`config.mk`:
```
export PLATFORM = sky130hd
export DESIGN_NAME = f81_div
export DESIGN_NICKNAME = d
export VERILOG_FILES = /design/src/f81_pkg.sv /design/src/f81_div.sv
export SDC_FILE = /design/constraint.sdc
export NUM_CORES = 2
export LEC_CHECK = 0
export ABC_CLOCK_PERIOD_IN_PS = 5000
export BUFFER_PORTS_ARGS = -buffer_cell sky130_fd_sc_hd__buf_2
export CORE_ASPECT_RATIO = 1.1
export CORE_MARGIN = 10
export CORE_UTILIZATION = 45
export CTS_BUF_LIST = sky130_fd_sc_hd__clkbuf_8
export DETAILED_ROUTE_END_ITERATION = 6
export PLACE_DENSITY = 0.71
export SETUP_SLACK_MARGIN = 0.4
export SLEW_MARGIN = 0
export SYNTH_ARGS = -nofsm -noshare
export SYNTH_HDL_FRONTEND = slang
export SYNTH_SLANG_ARGS = --single-unit
```
`constraint.sdc`:
```
create_clock -name aclk -period 5 [get_ports aclk]
set_input_delay 0.75 -clock aclk [delete_from_list [all_inputs] [get_ports aclk]]
set_output_delay 0.75 -clock aclk [all_outputs]
set_load 0.02 [all_outputs]
```
`src/f81_pkg.sv`:
```
`default_nettype none
package f81_pkg;
    localparam int NUM_STATES = 4;
    localparam int CFG_REGS   = 4;
    localparam int STATE_W    = 2;
    localparam int CFG_IDX_W  = 2;
    localparam int FREQ_W     = 16;
    localparam int T_W        = 24;
    localparam int X_W        = 20;
    localparam int D_W        = 33;
    localparam int REM_W      = 34;
    localparam int E_W        = 33;
    localparam int S_W        = 34;
    localparam int TDATA_IN_W  = 24;
    localparam int TDATA_OUT_W = 24;

    typedef logic [FREQ_W-1:0] freq_t;
    typedef freq_t [CFG_REGS-1:0] freq_bank_t;

    // One divider stage: partial remainder and quotient bits so far.
    typedef struct packed {
        logic             valid;
        logic             ovf;
        logic [REM_W-1:0] rem;
        logic [X_W-1:0]   q;
    } div_st_t;

    // One exponent stage: exponent bits and running product.
    typedef struct packed {
        logic           valid;
        logic           ovf;
        logic [X_W-1:0] x;
        logic [E_W-1:0] e;
    } exp_st_t;

    // exp(-2^(b-16)) in Q0.32.
    function automatic logic [31:0] exp_coef(input logic [4:0] b);
        logic [31:0] c;
        case (b)
            5'd0:    c = 32'd4294901760;
            5'd1:    c = 32'd4294836226;
            5'd2:    c = 32'd4294705160;
            5'd3:    c = 32'd4294443040;
            5'd4:    c = 32'd4293918848;
            5'd5:    c = 32'd4292870656;
            5'd6:    c = 32'd4290775039;
            5'd7:    c = 32'd4286586875;
            5'd8:    c = 32'd4278222805;
            5'd9:    c = 32'd4261543595;
            5'd10:   c = 32'd4228380000;
            5'd11:   c = 32'd4162825044;
            5'd12:   c = 32'd4034748382;
            5'd13:   c = 32'd3790295335;
            5'd14:   c = 32'd3344923893;
            5'd15:   c = 32'd2605029347;
            5'd16:   c = 32'd1580030169;
            5'd17:   c = 32'd581124229;
            5'd18:   c = 32'd78604618;
            5'd19:   c = 32'd1440801;
            default: c = 32'd0;
        endcase
        return c;
    endfunction
endpackage
`default_nettype wire

```
`src/f81_div.sv`:
```
`default_nettype none
module f81_div
    import f81_pkg::*;
(
    input  wire logic           aclk,
    input  wire logic           aresetn,
    input  wire logic           adv,
    input  wire logic           in_valid,
    input  wire logic [T_W-1:0] in_t,
    input  wire logic [D_W-1:0] d,
    input  wire logic           dz,
    output div_st_t             out
);
    div_st_t st_reg [X_W+1];
    logic [T_W+11:0]  t_sh;
    logic [REM_W-1:0] init_rem;
    logic             init_ovf;

    // The quotient fits in X_W bits only when t * 2^12 is below the denominator.
    always_comb begin
        t_sh     = {in_t, 12'b0};
        init_ovf = dz || (t_sh >= (T_W+12)'(d));
        init_rem = REM_W'(t_sh);
    end

    always_ff @(posedge aclk) begin
        if (!aresetn) begin
            st_reg[0].valid <= 1'b0;
        end else if (adv) begin
            st_reg[0].valid <= in_valid;
        end
        if (adv) begin
            st_reg[0].ovf <= init_ovf;
            st_reg[0].rem <= init_ovf ? '0 : init_rem;
            st_reg[0].q   <= '0;
        end
    end

    // One restoring step per stage, quotient bits most significant first.
    for (genvar i = 0; i < X_W; i++) begin : g_step
        logic [REM_W-1:0] r2;
        logic             ge;
        always_comb begin
            r2 = {st_reg[i].rem[REM_W-2:0], 1'b0};
            ge = r2 >= REM_W'(d);
        end
        always_ff @(posedge aclk) begin
            if (!aresetn) begin
                st_reg[i+1].valid <= 1'b0;
            end else if (adv) begin
                st_reg[i+1].valid <= st_reg[i].valid;
            end
            if (adv) begin
                st_reg[i+1].ovf <= st_reg[i].ovf;
                st_reg[i+1].rem <= ge ? (r2 - REM_W'(d)) : r2;
                st_reg[i+1].q   <= {st_reg[i].q[X_W-2:0], ge};
            end
        end
    end

    assign out = st_reg[X_W];
endmodule
`default_nettype wire

```
# Word-level counts from Yosys, hierarchy flattened
# Memory sizes are Yosys's and may differ from the RTL's.
# Index checks and enable logic that the tools add are counted.
[op_classes]
addsub = 20
multipliers = 0
n_div = 0
n_lt_le_gt_ge = 21
eq_ne = 0
shifts = 0
mux = 47
n_bitwise = 21
n_reduce_logical = 1
[ops]
columns = ["cell", "count"]
rows = [
  ["2-to-1 mux 34 bit", 21],
  ["greater-or-equal comparator 34 x 33 -> 1 bit", 20],
  ["subtractor 34 x 33 -> 34 bit", 20],
  ["greater-or-equal comparator 36 x 33 -> 1 bit", 1],
  ["2-to-1 mux 1 bit", 26],
  ["OR 1 bit", 21],
  ["logical OR 1 bit", 1],
]
[word_totals]
ff_bits = 0
latchBits = 0
ram_bits = 1176
romBits = 0
input_bits = 62
out_inout_bits = 56
word_cells = 111
memories = 1
[mem_list]
columns = ["name", "depth", "word_bits", "read_ports", "rd_clocked_by_memory_dff", "write_ports", "line", "rtl"]
rows = [
  ["st_reg", 21, 56, 21, 0, 21, "f81_div.sv:14", "div_st_t st_reg [X_W+1];"],
]

# Logic depth before layout (Yosys ltp)
[depth]
depth_word = 4
mapped_depth = 17
mapped_depth_nobuf = 13

# Least setup slack after synthesis
# No wires, ideal clock.
[synth_timing]
path_type = "input port to flip-flop"
from = "input port d[0]"
to = "memory st_reg[1][37] in the netlist's numbering (data pin)"
setup_ns = 0.253
arrival_ns = 4.947
t_required_ns = 4.747
setup_slack_ns = -0.200
stages = 17
n_path_buf = 6
path_cell_list = "clkbuf_1 > inv_1 > clkbuf_1 > clkbuf_1 > ha_1 > or4b_2 > clkbuf_1 > nor3_1 > a211oi_1 > o31a_1 > o311a_1 > o21bai_1 > a31oi_1 > clkbuf_1 > clkbuf_1 > nand2_1 > nand2_1"
[synth_rtl]
columns = ["element", "line", "rtl"]
rows = [
  ["start: declaration", "f81_div.sv:10", "input wire logic [D_W-1:0] d,"],
  ["end: declaration", "f81_div.sv:14", ""],
]

==> run_results.csv <==
group,metric,value,unit
global_route,grt_pass1_wl,311000,um
floorplanning,die_y,429,um
yosys,synthesis.area,68400,um^2
global_route,grt_max_degree,159,
clock_tree,cts.sinks,934,
timing,period_minus_slack,4.17,ns
timing,fin_worst_skew,0.0492,ns
clock_tree,htree_levels,4,
finish,drive_above_1_share,12.4,%
pwr,ir_drop,374,uV
timing,setup_ws,0.828,ns
place,port_buffers,117,
timing,slew_viol_final,0,
setup_path,reg2reg_from,"st_reg[19][21]",
yosys,synth_top_family_by_area,"compound AO/OA/AOI/OAI gates",
yosys,synth_compound_gate_area_share,18.9,%
yosys,synth_edf_count,933,
drt,final_antenna_net_count,0,
drt,drt_wl_total,207000,um
drt,dr.pass1.iters,6,
clock_tree,cts_resized,0,
yosys,muxShareOfSynthArea,4.89,%
finish,post-route-util,50.5,%
yosys,synth-simple-area-share,13.1,%
clock_tree,cts_made_buffers,168,
drt,wl_per_cell,22.4,um
finish,fin_cells,9240,
timing,rsz0062_at_grt,"false",
run,max_cap_viol_count,0,
timing,fin_setup_tns,0,ns
yosys,synth_seq_cells,934,
floorplanning,rows,150,
drt,drc,0,
setup_path,reg2reg_slack,0.98,ns
yosys,yosysWarnings,0,
yosys,ys_seq_area_share,41.0,%
setup_path,arrival,4.85,ns
floorplanning,die_w,392,um
drt,drt_iter0_drc,4593,
clock_tree,cts.clk_slew.worst_paths,0.06,ns
setup_path,end_kind,"flip-flop",
finish,stdcell_area,76400,um^2
finish,finalNetCount,7876,
yosys,synthArstFlopShare,0,%
clock_tree,clk_path_buf_depth,3,
clock_tree,post_cts_buffers,0,
yosys,synth-xor-area-share,7.09,%
setup_path,worstSetupEndpoint,"st_reg[20][51]",
clock_tree,tritoncts,"built",
finish,mostFrequentLayoutCell,"edfxtp_1",
global_route,first_global_vias,53300,
run_status,outcome,"finished, final reports clean",
global_route,grt.total_usage,23.8,%
yosys,synthFlopType,"edfxtp_1",
setup_path,crit_start,"d[6]",
place,dpl_worst_slack,-0.00487,ns
floorplanning,initial_core_util,45.2,%
floorplanning,die_area,168000,um^2
drt,via_per_inst,5.93,
yosys,synth_fa_ha_area_share,12.8,%
place,place_area,73000,um^2
place,place_inst,8932,
setup_path,worstRegToRegCells,12,
timing,fmax,0.240,GHz
place,dp_hpwl,155000,um
min_path,min_path_type,"in2reg",
yosys,avgSynthCellArea,10.0,um^2
global_route,antenna_found_initial,18,
timing,finalSetupViolations,0,
setup_path,crit_path_start_kind,"primary input",
yosys,ys_types,85,
place,gp_congestion,0.981,
floorplanning,core-area,151000,um^2
setup_path,cp_max_fo,19,
setup_path,regToRegEndpoint,"st_reg[20][51]",
finish,mostFrequentLayoutCells,"edfxtp_1, ha_1, a21oi_1, nand2_1, o21ai_0",
clock_tree,worstSkewPairLatency,0.95,ns
yosys,post_synth_inst_count,6810,
finish,largest_reg_flops,934,
floorplanning,pin_count,118,
yosys,synth.net_count,7560,
timing,worst_pin_slew,1.13,ns
drt,num_vias,54800,
pwr,power_density,726,nW/um^2
clock_tree,ctsHoldBuffers,0,
finish,fill_cells,13700,
setup_path,cp.required,5.68,ns
timing,hold_violations,0,
setup_path,critical_path_class,"in2reg",
finish,area_delta_synth_final,11.7,%
global_route,grt_overflow_total,0,
pwr,power.leakage,0.0311,uW
clock_tree,cts-root-buf,"clkbuf_8",
timing,period_share,83.4,%
timing,max-slew-margin-rel,24.4,%
## layer usage
| layer | vias up | global-route usage (%) | share of wire, % |
|---|---|---|---|
| met5 | - | 0 | 0.045 |
| met4 | 14 | 11.8 | 5.3 |
| met3 | 509 | 3.99 | 6.4 |
| met2 | 1852 | 39.1 | 46 |
| met1 | 26100 | 30.1 | 42 |
| li1 | 26400 | - | - |
## where the power goes
| part | total [uW] | switching [uW] | internal (uW) |
|---|---|---|---|
| clock | 7420 | 3510 | 3920 |
| sequential | 16000 | 2340 | 13700 |
| combinational | 32100 | 17800 | 14300 |
| total | 55500 | 23600 | 31900 |
## kinds of logic (layout without fill, tap and decap cells)
logic type      Yosys count  after routing
compound gates         2071           2071
xor+xnor                554            554
fa+ha+maj               688            688
buf+inv                 398            850
flops                   934            934
mux                     299            299
other cells               0              2
simple gates           1866           1866
## critical path, cell delays in order
cell and delay (ns):
buf_2 0.11, inv_1 0.54, buf_4 0.45, ha_1 0.36
nand4_1 0.21, nor2_1 0.06, o31a_1 0.13, o211ai_1 0.26
nor4bb_1 0.32, o31a_1 0.26, o41ai_1 0.15, a2111oi_2 0.57
buf_4 0.33, buf_4 0.22, o21ai_0 0.11
## area by class of cell
type	count	area [um^2]	share of cell area [%]
diodes	2	5.00	0.00655
clock buffers	169	2330	3.04
clock inverters	137	1050	1.38
inverters	209	785	1.03
multi-input cells	5478	38900	50.9
flip-flops and latches	934	28000	36.7
well taps	1976	2470	3.24
repair buffers	335	2810	3.67
## per-stage QoR
stage | hold WS [ns] | total power, uW
floorplan | 0.400 | 38500
finish | 0.125 | 55500
CTS | 0.0213 | 55500
global route | 0.0909 | 59600
detailed placement | 0.405 | 47700
global placement | 0.401 | 47300
## how the worst min path moves through the flow
stage / start / end / cells after the start
floorplan: st_reg[9][0] / st_reg[10][1] / 0
global placement: st_reg[9][0] / st_reg[10][1] / 0
detailed placement: st_reg[10][0] / st_reg[11][1] / 0
CTS: in_t[10] / st_reg[0][42] / 2
global route: in_t[10] / st_reg[0][42] / 2
finish: in_t[1] / st_reg[0][33] / 2
## cell usage after synthesis (all sizes together), types with 12 or more instances
cell type | n | area [um^2]
a2111oi | 13 | 133
a211o | 19 | 166
a211oi | 36 | 275
a21boi | 28 | 210
a21o | 294 | 2210
a21oi | 610 | 3060
a221oi | 15 | 131
a311oi | 15 | 131
a31o | 24 | 210
a31oi | 66 | 413
a41oi | 18 | 158
and2 | 70 | 438
and3 | 97 | 607
and4 | 16 | 140
buf | 19 | 108
clkbuf | 170 | 638
edfxtp | 933 | 28000
fa | 19 | 380
ha | 669 | 8370
inv | 209 | 785
mux2 | 283 | 3190
mux2i | 16 | 160
nand2 | 577 | 2170
nand2b | 101 | 632
nand3 | 130 | 651
nand3b | 14 | 105
nand4 | 98 | 613
nor2 | 434 | 1630
nor2b | 92 | 576
nor3 | 124 | 621
nor4 | 24 | 150
o211ai | 27 | 203
o21a | 106 | 796
o21ai | 547 | 2740
o21bai | 77 | 578
o221ai | 12 | 105
o31a | 15 | 131
o31ai | 47 | 353
o41ai | 13 | 140
or2 | 20 | 125
or3 | 38 | 238
xnor2 | 329 | 2880
xor2 | 225 | 1970
(Power assumes the default switching activity.)
