[config.mk]
export PLATFORM = sky130hd
export DESIGN_NAME = f81_emit
export DESIGN_NICKNAME = d
export VERILOG_FILES = /design/src/f81_pkg.sv /design/src/f81_emit.sv
export SDC_FILE = /design/constraint.sdc
export NUM_CORES = 1
export LEC_CHECK = 0
export ABC_AREA = 0
export BUFFER_PORTS_ARGS = -buffer_cell sky130_fd_sc_hd__buf_2
export CAP_MARGIN = 30
export CORE_MARGIN = 2
export CORE_UTILIZATION = 65
export DETAILED_ROUTE_END_ITERATION = 7
export MAX_ROUTING_LAYER = met4
export PLACE_DENSITY = 0.91
export SLEW_MARGIN = 0
export SYNTH_ARGS = -nofsm -noshare
export SYNTH_HDL_FRONTEND = slang
export SYNTH_SLANG_ARGS = --single-unit
export TNS_END_PERCENT = 10
[constraint.sdc]
create_clock -name aclk -period 14 [get_ports aclk]
set_input_delay 1.4 -clock aclk [delete_from_list [all_inputs] [get_ports aclk]]
set_output_delay 1.4 -clock aclk [all_outputs]
set_load 0.05 [all_outputs]
[src/f81_pkg.sv]
`default_nettype none
package f81_pkg;
    localparam int NUM_STATES = 4;
    localparam int CFG_REGS   = 4;
    localparam int STATE_W    = 2;
    localparam int CFG_IDX_W  = 2;
    localparam int FREQ_W     = 16;
    localparam int T_W        = 24;
    localparam int X_W        = 20;
    localparam int D_W        = 33;
    localparam int REM_W      = 34;
    localparam int E_W        = 33;
    localparam int S_W        = 34;
    localparam int TDATA_IN_W  = 24;
    localparam int TDATA_OUT_W = 24;

    typedef logic [FREQ_W-1:0] freq_t;
    typedef freq_t [CFG_REGS-1:0] freq_bank_t;

    // One divider stage: partial remainder and quotient bits so far.
    typedef struct packed {
        logic             valid;
        logic             ovf;
        logic [REM_W-1:0] rem;
        logic [X_W-1:0]   q;
    } div_st_t;

    // One exponent stage: exponent bits and running product.
    typedef struct packed {
        logic           valid;
        logic           ovf;
        logic [X_W-1:0] x;
        logic [E_W-1:0] e;
    } exp_st_t;

    // exp(-2^(b-16)) in Q0.32.
    function automatic logic [31:0] exp_coef(input logic [4:0] b);
        logic [31:0] c;
        case (b)
            5'd0:    c = 32'd4294901760;
            5'd1:    c = 32'd4294836226;
            5'd2:    c = 32'd4294705160;
            5'd3:    c = 32'd4294443040;
            5'd4:    c = 32'd4293918848;
            5'd5:    c = 32'd4292870656;
            5'd6:    c = 32'd4290775039;
            5'd7:    c = 32'd4286586875;
            5'd8:    c = 32'd4278222805;
            5'd9:    c = 32'd4261543595;
            5'd10:   c = 32'd4228380000;
            5'd11:   c = 32'd4162825044;
            5'd12:   c = 32'd4034748382;
            5'd13:   c = 32'd3790295335;
            5'd14:   c = 32'd3344923893;
            5'd15:   c = 32'd2605029347;
            5'd16:   c = 32'd1580030169;
            5'd17:   c = 32'd581124229;
            5'd18:   c = 32'd78604618;
            5'd19:   c = 32'd1440801;
            default: c = 32'd0;
        endcase
        return c;
    endfunction
endpackage
`default_nettype wire

[src/f81_emit.sv]
`default_nettype none
module f81_emit
    import f81_pkg::*;
(
    input  wire logic                   aclk,
    input  wire logic                   aresetn,
    input  exp_st_t                     in,
    input  freq_bank_t                  freq,
    output logic                        take,
    output logic                        m_tvalid,
    input  wire logic                   m_tready,
    output logic [TDATA_OUT_W-1:0]      m_tdata,
    output logic                        m_tlast
);
    localparam logic [STATE_W-1:0] LAST_IDX = STATE_W'(NUM_STATES - 1);
    localparam logic [E_W-1:0]     ONE_E    = E_W'(64'h1_0000_0000);

    logic               busy_reg;
    logic [STATE_W-1:0] row_reg, col_reg;
    logic [E_W-1:0]     e_reg;
    logic               valid_reg, last_reg;
    logic [TDATA_OUT_W-1:0] data_reg;

    logic        out_load, is_last, diag, load;
    freq_t       fi, fj;
    logic [16:0] a;
    logic [E_W-1:0] b;
    logic [49:0] prod, rnd;
    logic [17:0] sum;
    freq_t       p;

    // Entry arithmetic: one shared multiplier for diagonal and off-diagonal.
    always_comb begin
        is_last  = (row_reg == LAST_IDX) && (col_reg == LAST_IDX);
        out_load = busy_reg && (!valid_reg || m_tready);
        take     = !busy_reg || (out_load && is_last);
        load     = take && in.valid;
        diag     = row_reg == col_reg;
        fi       = freq[row_reg];
        fj       = freq[col_reg];
        a        = diag ? (17'h10000 - {1'b0, fi}) : {1'b0, fj};
        b        = diag ? e_reg : (ONE_E - e_reg);
        prod     = 50'(a) * 50'(b);
        rnd      = prod + 50'h8000_0000;
        sum      = (diag ? {2'b0, fi} : 18'd0) + rnd[49:32];
        p        = (sum > 18'd65535) ? 16'hFFFF : sum[15:0];
    end

    // Walk the matrix row by row.
    always_ff @(posedge aclk) begin
        if (!aresetn) begin
            busy_reg <= 1'b0;
            row_reg  <= '0;
            col_reg  <= '0;
        end else if (load) begin
            busy_reg <= 1'b1;
            row_reg  <= '0;
            col_reg  <= '0;
        end else if (out_load) begin
            if (is_last) begin
                busy_reg <= 1'b0;
            end
            if (col_reg == LAST_IDX) begin
                col_reg <= '0;
                row_reg <= row_reg + 1'b1;
            end else begin
                col_reg <= col_reg + 1'b1;
            end
        end
        if (load) begin
            e_reg <= in.ovf ? '0 : in.e;
        end
    end

    // Output register.
    always_ff @(posedge aclk) begin
        if (!aresetn) begin
            valid_reg <= 1'b0;
        end else if (out_load) begin
            valid_reg <= 1'b1;
        end else if (m_tready) begin
            valid_reg <= 1'b0;
        end
        if (out_load) begin
            data_reg <= {4'b0, p, col_reg, row_reg};
            last_reg <= is_last;
        end
    end

    assign m_tvalid = valid_reg;
    assign m_tdata  = data_reg;
    assign m_tlast  = last_reg;
endmodule
`default_nettype wire

# Word level (Yosys, flattened, before mapping)
# Index checks and enable logic that the tools add are counted.
# totals
register_bits,60
elab_cells,49
# classes
n_mul,1
eq_ne,3
n_addsub,6
reduce_logical,14
order_cmp,3
n_bitwise,1
muxes,13
# op_table
op,n
16-bit binary-select mux with 2-bit select,2
"50-bit by 32-bit adder with 50-bit output, second input constant",1
17-bit by 33-bit multiplier with 50-bit output,1
16-bit 2-to-1 mux,3
33-bit 2-to-1 mux,1
"33-bit subtractor, first input constant",1
16-bit by 18-bit adder with 18-bit output,1
"18-bit by 16-bit greater-than comparator with 1-bit output, second input constant",1
17-bit 2-to-1 mux,1
"17-bit by 16-bit subtractor with 17-bit output, first input constant",1
"2-bit by 3-bit < comparator with 1-bit output, second input constant",2
2-bit nonzero test,3
1-bit 2-to-1 mux,5
"2-bit by 1-bit adder with 2-bit output, second input constant",2
"2-bit == test, second input constant",2
1-bit logical AND,4
2-bit AND reduction,2
2-bit == test,1
1-bit logical NOT,2
1-bit logical OR,2
2-bit 2-to-1 mux,1
2-bit OR reduction,1
1-bit inverter,1

# Depth between registers and ports, before layout
# depth
ltp_word,8
depth_mapped,44
depth_no_buf,41

# Least setup slack after synthesis
# No wires, ideal clock.
# synth_path
kind,input to register
start,input port freq[54] in the netlist's numbering
end,register data_reg[4] (netlist: m_tdata[4]) (data pin)
slack_ns,2.549
required_time_ns,13.741
t_arrival_ns,11.192
cell_stages,42
path_cell_list,mux4_2 > nor4_2 > nand2b_1 > or3b_1 > buf_2 > or3_1 > nand3_1 > nand2_2 > buf_6 > and2_1 > fa_1 > inv_1 > fa_1 > inv_1 > fa_1 > fa_1 > fa_1 > inv_1 > [... 6 more ...] > a221o_1 > a31oi_1 > o311a_1 > nand2_1 > a21boi_0 > o21ai_0 > xnor2_1 > ha_1 > a21o_1 > a21oi_1 > nor2b_1 > a311oi_1 > a21oi_1 > nor3b_1 > mux2_2 > nor4b_2 > buf_2 > o21bai_1
# synth_between
elab_chain_len,8
elab_cells_between_ends,11
classes_between,3 x add/sub; 1 x mul; 1 x order compare; 6 x mux
# synth_rtl
element,line,rtl
start: declaration,f81_emit.sv:8,"input freq_bank_t freq,"
16-bit binary-select mux with 2-bit select,f81_emit.sv:39,fi = freq[row_reg];
16-bit 2-to-1 mux (implied by the code),f81_emit.sv:39,
17-bit by 16-bit subtractor with 17-bit output,f81_emit.sv:41,"a = diag ? (17'h10000 - {1'b0, fi}) : {1'b0, fj};"
17-bit 2-to-1 mux,f81_emit.sv:41,
17-bit by 33-bit multiplier with 50-bit output,f81_emit.sv:43,prod = 50'(a) * 50'(b);
50-bit by 32-bit adder with 50-bit output,f81_emit.sv:44,rnd = prod + 50'h8000_0000;
16-bit by 18-bit adder with 18-bit output *,f81_emit.sv:45,"sum = (diag ? {2'b0, fi} : 18'd0) + rnd[49:32];"
18-bit by 16-bit greater-than comparator with 1-bit output,f81_emit.sv:46,p = (sum > 18'd65535) ? 16'hFFFF : sum[15:0];
end signal: assignment,f81_emit.sv:85,"data_reg <= {4'b0, p, col_reg, row_reg};"
end: declaration,f81_emit.sv:22,logic [TDATA_OUT_W-1:0] data_reg;
# Every way passes the cells marked *; elsewhere a longest branch is shown, timed or not. The select of a mux whose other input is x is not followed.
# A chain may end at the register's enable or synchronous reset.

# Worst setup path in the final report
# layout_path
start,input port freq[50] in the netlist's numbering
end,register data_reg[19] (netlist: m_tdata[19]) (data pin)
# Same word-level chain as after synthesis.

==> results by group <==
Synthesis
  • Netlist cell types: 71
  • Largest cells by area after synthesis: fa_1 (41%), inv_1 (9.8%), ha_1 (9.5%)
  • Mean post-synth cell area: 8.803 um^2
  • EDFF count, synth: 54
  • Yosys top cell area share: 0.4133
  • Top_reg_cell synth: edfxtp_1
  • Cell count after synthesis: 2553
  • Sequential share of the synthesized area: 0.07750
  • Synthesized area: 22470 um^2
  • Ys Warns: 0
  • FFs w/ async S/R, synth: 0
  • Post-synth top area cell: fa_1
  • #FFs+latches synth: 60

Critical path
  • Cell family with most CP delay: adder cells
  • Crit-path max FO: 33
  • Crit Path Class: in -> reg
  • Slowest stage delay, CP: 0.76 ns
  • Critical path required time: 14.06 ns
  • Arr. time, crit path: 13.38 ns
  • CP dominant cell by count: fa_1
  • R2R Setup Slk: 0.83 ns
  • Worst path buffer plus inverter count: 4
  • Setup crit start kind: primary input
  • Slowest stage cell on the critical path: nand2_2
  • CP Capture Type: flop

STA
  • Fin crit share: 0.9510
  • Fin. max-slew vios: 0
  • Worst relative slew slack: 0.2539
  • RSZ-0062 raised after global routing: no
  • Worst hold slack: 0.5121 ns
  • Clock period minus worst slack: 13.31 ns
  • Worst-Margin Slew: 1.118 ns
  • Setup_tns: 0 ns
  • Max Freq: 75.11 MHz
  • Max Clock Skew: 0.01735 ns
  • Endpoints failing setup: 0
  • Hold Fails Final Rpt: 0

Die
  • Die Width: 189.9 um
  • Area of the core: 34290 um^2
  • Die ar.: 36080 um^2
  • Boundary Pins: 149
  • Rows: 68
  • Starting Density: 0.6555
  • Die Y: 189.9 um

Place
  • Routability congestion estimate from global placement: 1.033
  • Port-buffer cells: 124
  • Hpwl dp: 52460 um

CTS
  • Buffers inserted by post-CTS timing repair: 0
  • Clock slew at reported path FFs: 0.06 ns
  • Bufs on Longest Clock Path: 2
  • H-tree levels: 3
  • Clock network latency to the later pin of the worst-skew pair: 0.36 ns
  • CTS tree: yes
  • CTS buffer count: 9
  • CTS resizes: 0
  • Clk root buf: clkbuf_16
  • CTS Sinks: 60
  • CTS Hold Bufs: 0

Global route
  • Largest net degree at the start of global routing: 35
  • Total track usage: 0.3924
  • Number of global-route vias before repair: 20850
  • Antenna violations before repair: 4
  • First-pass GRT wire length: 104800 um
  • Grt ovf: 0

Detailed routing
  • Residual DRC: 1
  • Drt wl/cell: 21.45 um
  • Via count: 19150
  • Detailed Route WL: 66420 um
  • Number of routed nets with antenna violations: 0
  • Initial DRC Count: 1906
  • DR vias/cell: 6.186
  • Drt first pass iters: 8

Cells and area
  • Fill count: 2336
  • Largest register FFs: 33
  • Area grow syn2layout: 7.282%
  • Reg area: 1742 um^2
  • Post-layout nets: 3389
  • Area of the multi-input gates: 18150 um^2
  • Fraction of layout cells with a size suffix above 1: 0.09632

Outcome
  • Status: complete, but fails checks
  • Failing checks: design-rule violations

Run
  • Max Cap Viol: 0

Worst hold path
  • Hold Crit Class: reg -> reg
[layer usage]
metal  vias up  share of wire  global-route usage
met4         0          0.087              0.2719
li1       7842              -                   -
met2      1479           0.48              0.6425
met5         -              0                   -
met3       548           0.11             0.08209
met1      9284           0.32              0.4307
[metrics by stage]
step	utilization	area [um^2]	std cells	setup WS, ns
2_1_floorplan	-	22490	2556	2.549
3_3_place_gp	0.6879	23590	3064	1.337
3_5_place_dp	0.6926	23750	3075	1.069
4_1_cts	0.7021	24070	3091	1.136
5_1_grt	0.7032	24110	3096	0.5228
6_report	0.7032	24110	3096	0.6855
[cell type report]
class	count	area share
inverter	588	0.09154
tap	455	0.02361
clock inverter	7	0.004100
clock buffer	9	0.009341
antenna	4	0.0004152
timing repair buffer	176	0.04608
multi-input combinational	1797	0.7527
sequential	60	0.07224
[cells in the mapped netlist, types with 4 or more instances]
cell type,instances
buf_6,5
mux4_2,31
or3_1,9
ha_1,171
a31oi_1,4
o21ai_1,18
nand4_1,5
inv_1,588
nor2b_1,49
clkbuf_1,82
buf_4,6
or4_1,6
nor3_1,13
nor2_1,171
nand2_1,428
fa_1,464
and2_1,86
edfxtp_1,54
xor2_1,50
a21oi_1,54
o21a_1,5
and3_1,9
o21bai_1,7
dfxtp_1,6
o41ai_1,5
o21ai_0,28
mux2i_1,5
a21o_1,23
nand2b_1,9
o31ai_1,7
buf_2,17
nor4_1,7
a211oi_1,4
xnor2_1,49
nand3_1,26
[cells in the final DEF, fill, tap and decap left out, types with 5 or more instances in the layout]
| cell | instances |
|---|---|
| xnor2_1 | 45 |
| nand2_1 | 428 |
| nor3_1 | 13 |
| edfxtp_1 | 54 |
| o21ai_0 | 28 |
| buf_2 | 124 |
| and3_1 | 9 |
| nor2_1 | 171 |
| nor4_1 | 7 |
| nand4_1 | 5 |
| nand3_1 | 26 |
| mux4_2 | 31 |
| fa_1 | 464 |
| buf_4 | 46 |
| or4_1 | 6 |
| o41ai_1 | 5 |
| ha_1 | 171 |
| xor2_1 | 50 |
| a21o_1 | 23 |
| clkbuf_16 | 9 |
| o21bai_1 | 7 |
| a21oi_1 | 54 |
| o31ai_1 | 7 |
| or3_1 | 9 |
| o21ai_1 | 10 |
| and2_1 | 86 |
| dfxtp_1 | 6 |
| inv_1 | 588 |
| o21ai_4 | 5 |
| o21a_1 | 5 |
| nand2b_1 | 9 |
| nor2b_1 | 48 |
[logic make-up (layout without fill, tap and decap cells)]
logic type / after synthesis / in the layout / share of synthesized area
muxes: 40 / 40 / 0.03630
adders and majority gates: 635 / 635 / 0.5085
DFF: 60 / 60 / 0.07750
other: 1 / 8 / 0.0001669
buffers and inverters: 699 / 780 / 0.1204
AOI/OAI and AO/OA: 180 / 180 / 0.05061
xor gates and xnor gates: 99 / 99 / 0.03858
and+or+nand+nor: 839 / 839 / 0.1680
[final timing paths]
check / endpoint / start / cells past startpoint
setup / recovery: m_tdata[19] / freq[50] / 35
hold / removal: m_tvalid / busy_reg / 1
setup reg to reg: m_tdata[19] / row_reg[1] / 34
hold reg to reg: m_tvalid / busy_reg / 1
Power is left out: the tool's default activity adds up to more than one toggle a clock period on the data nets, which glitch-free logic cannot reach.
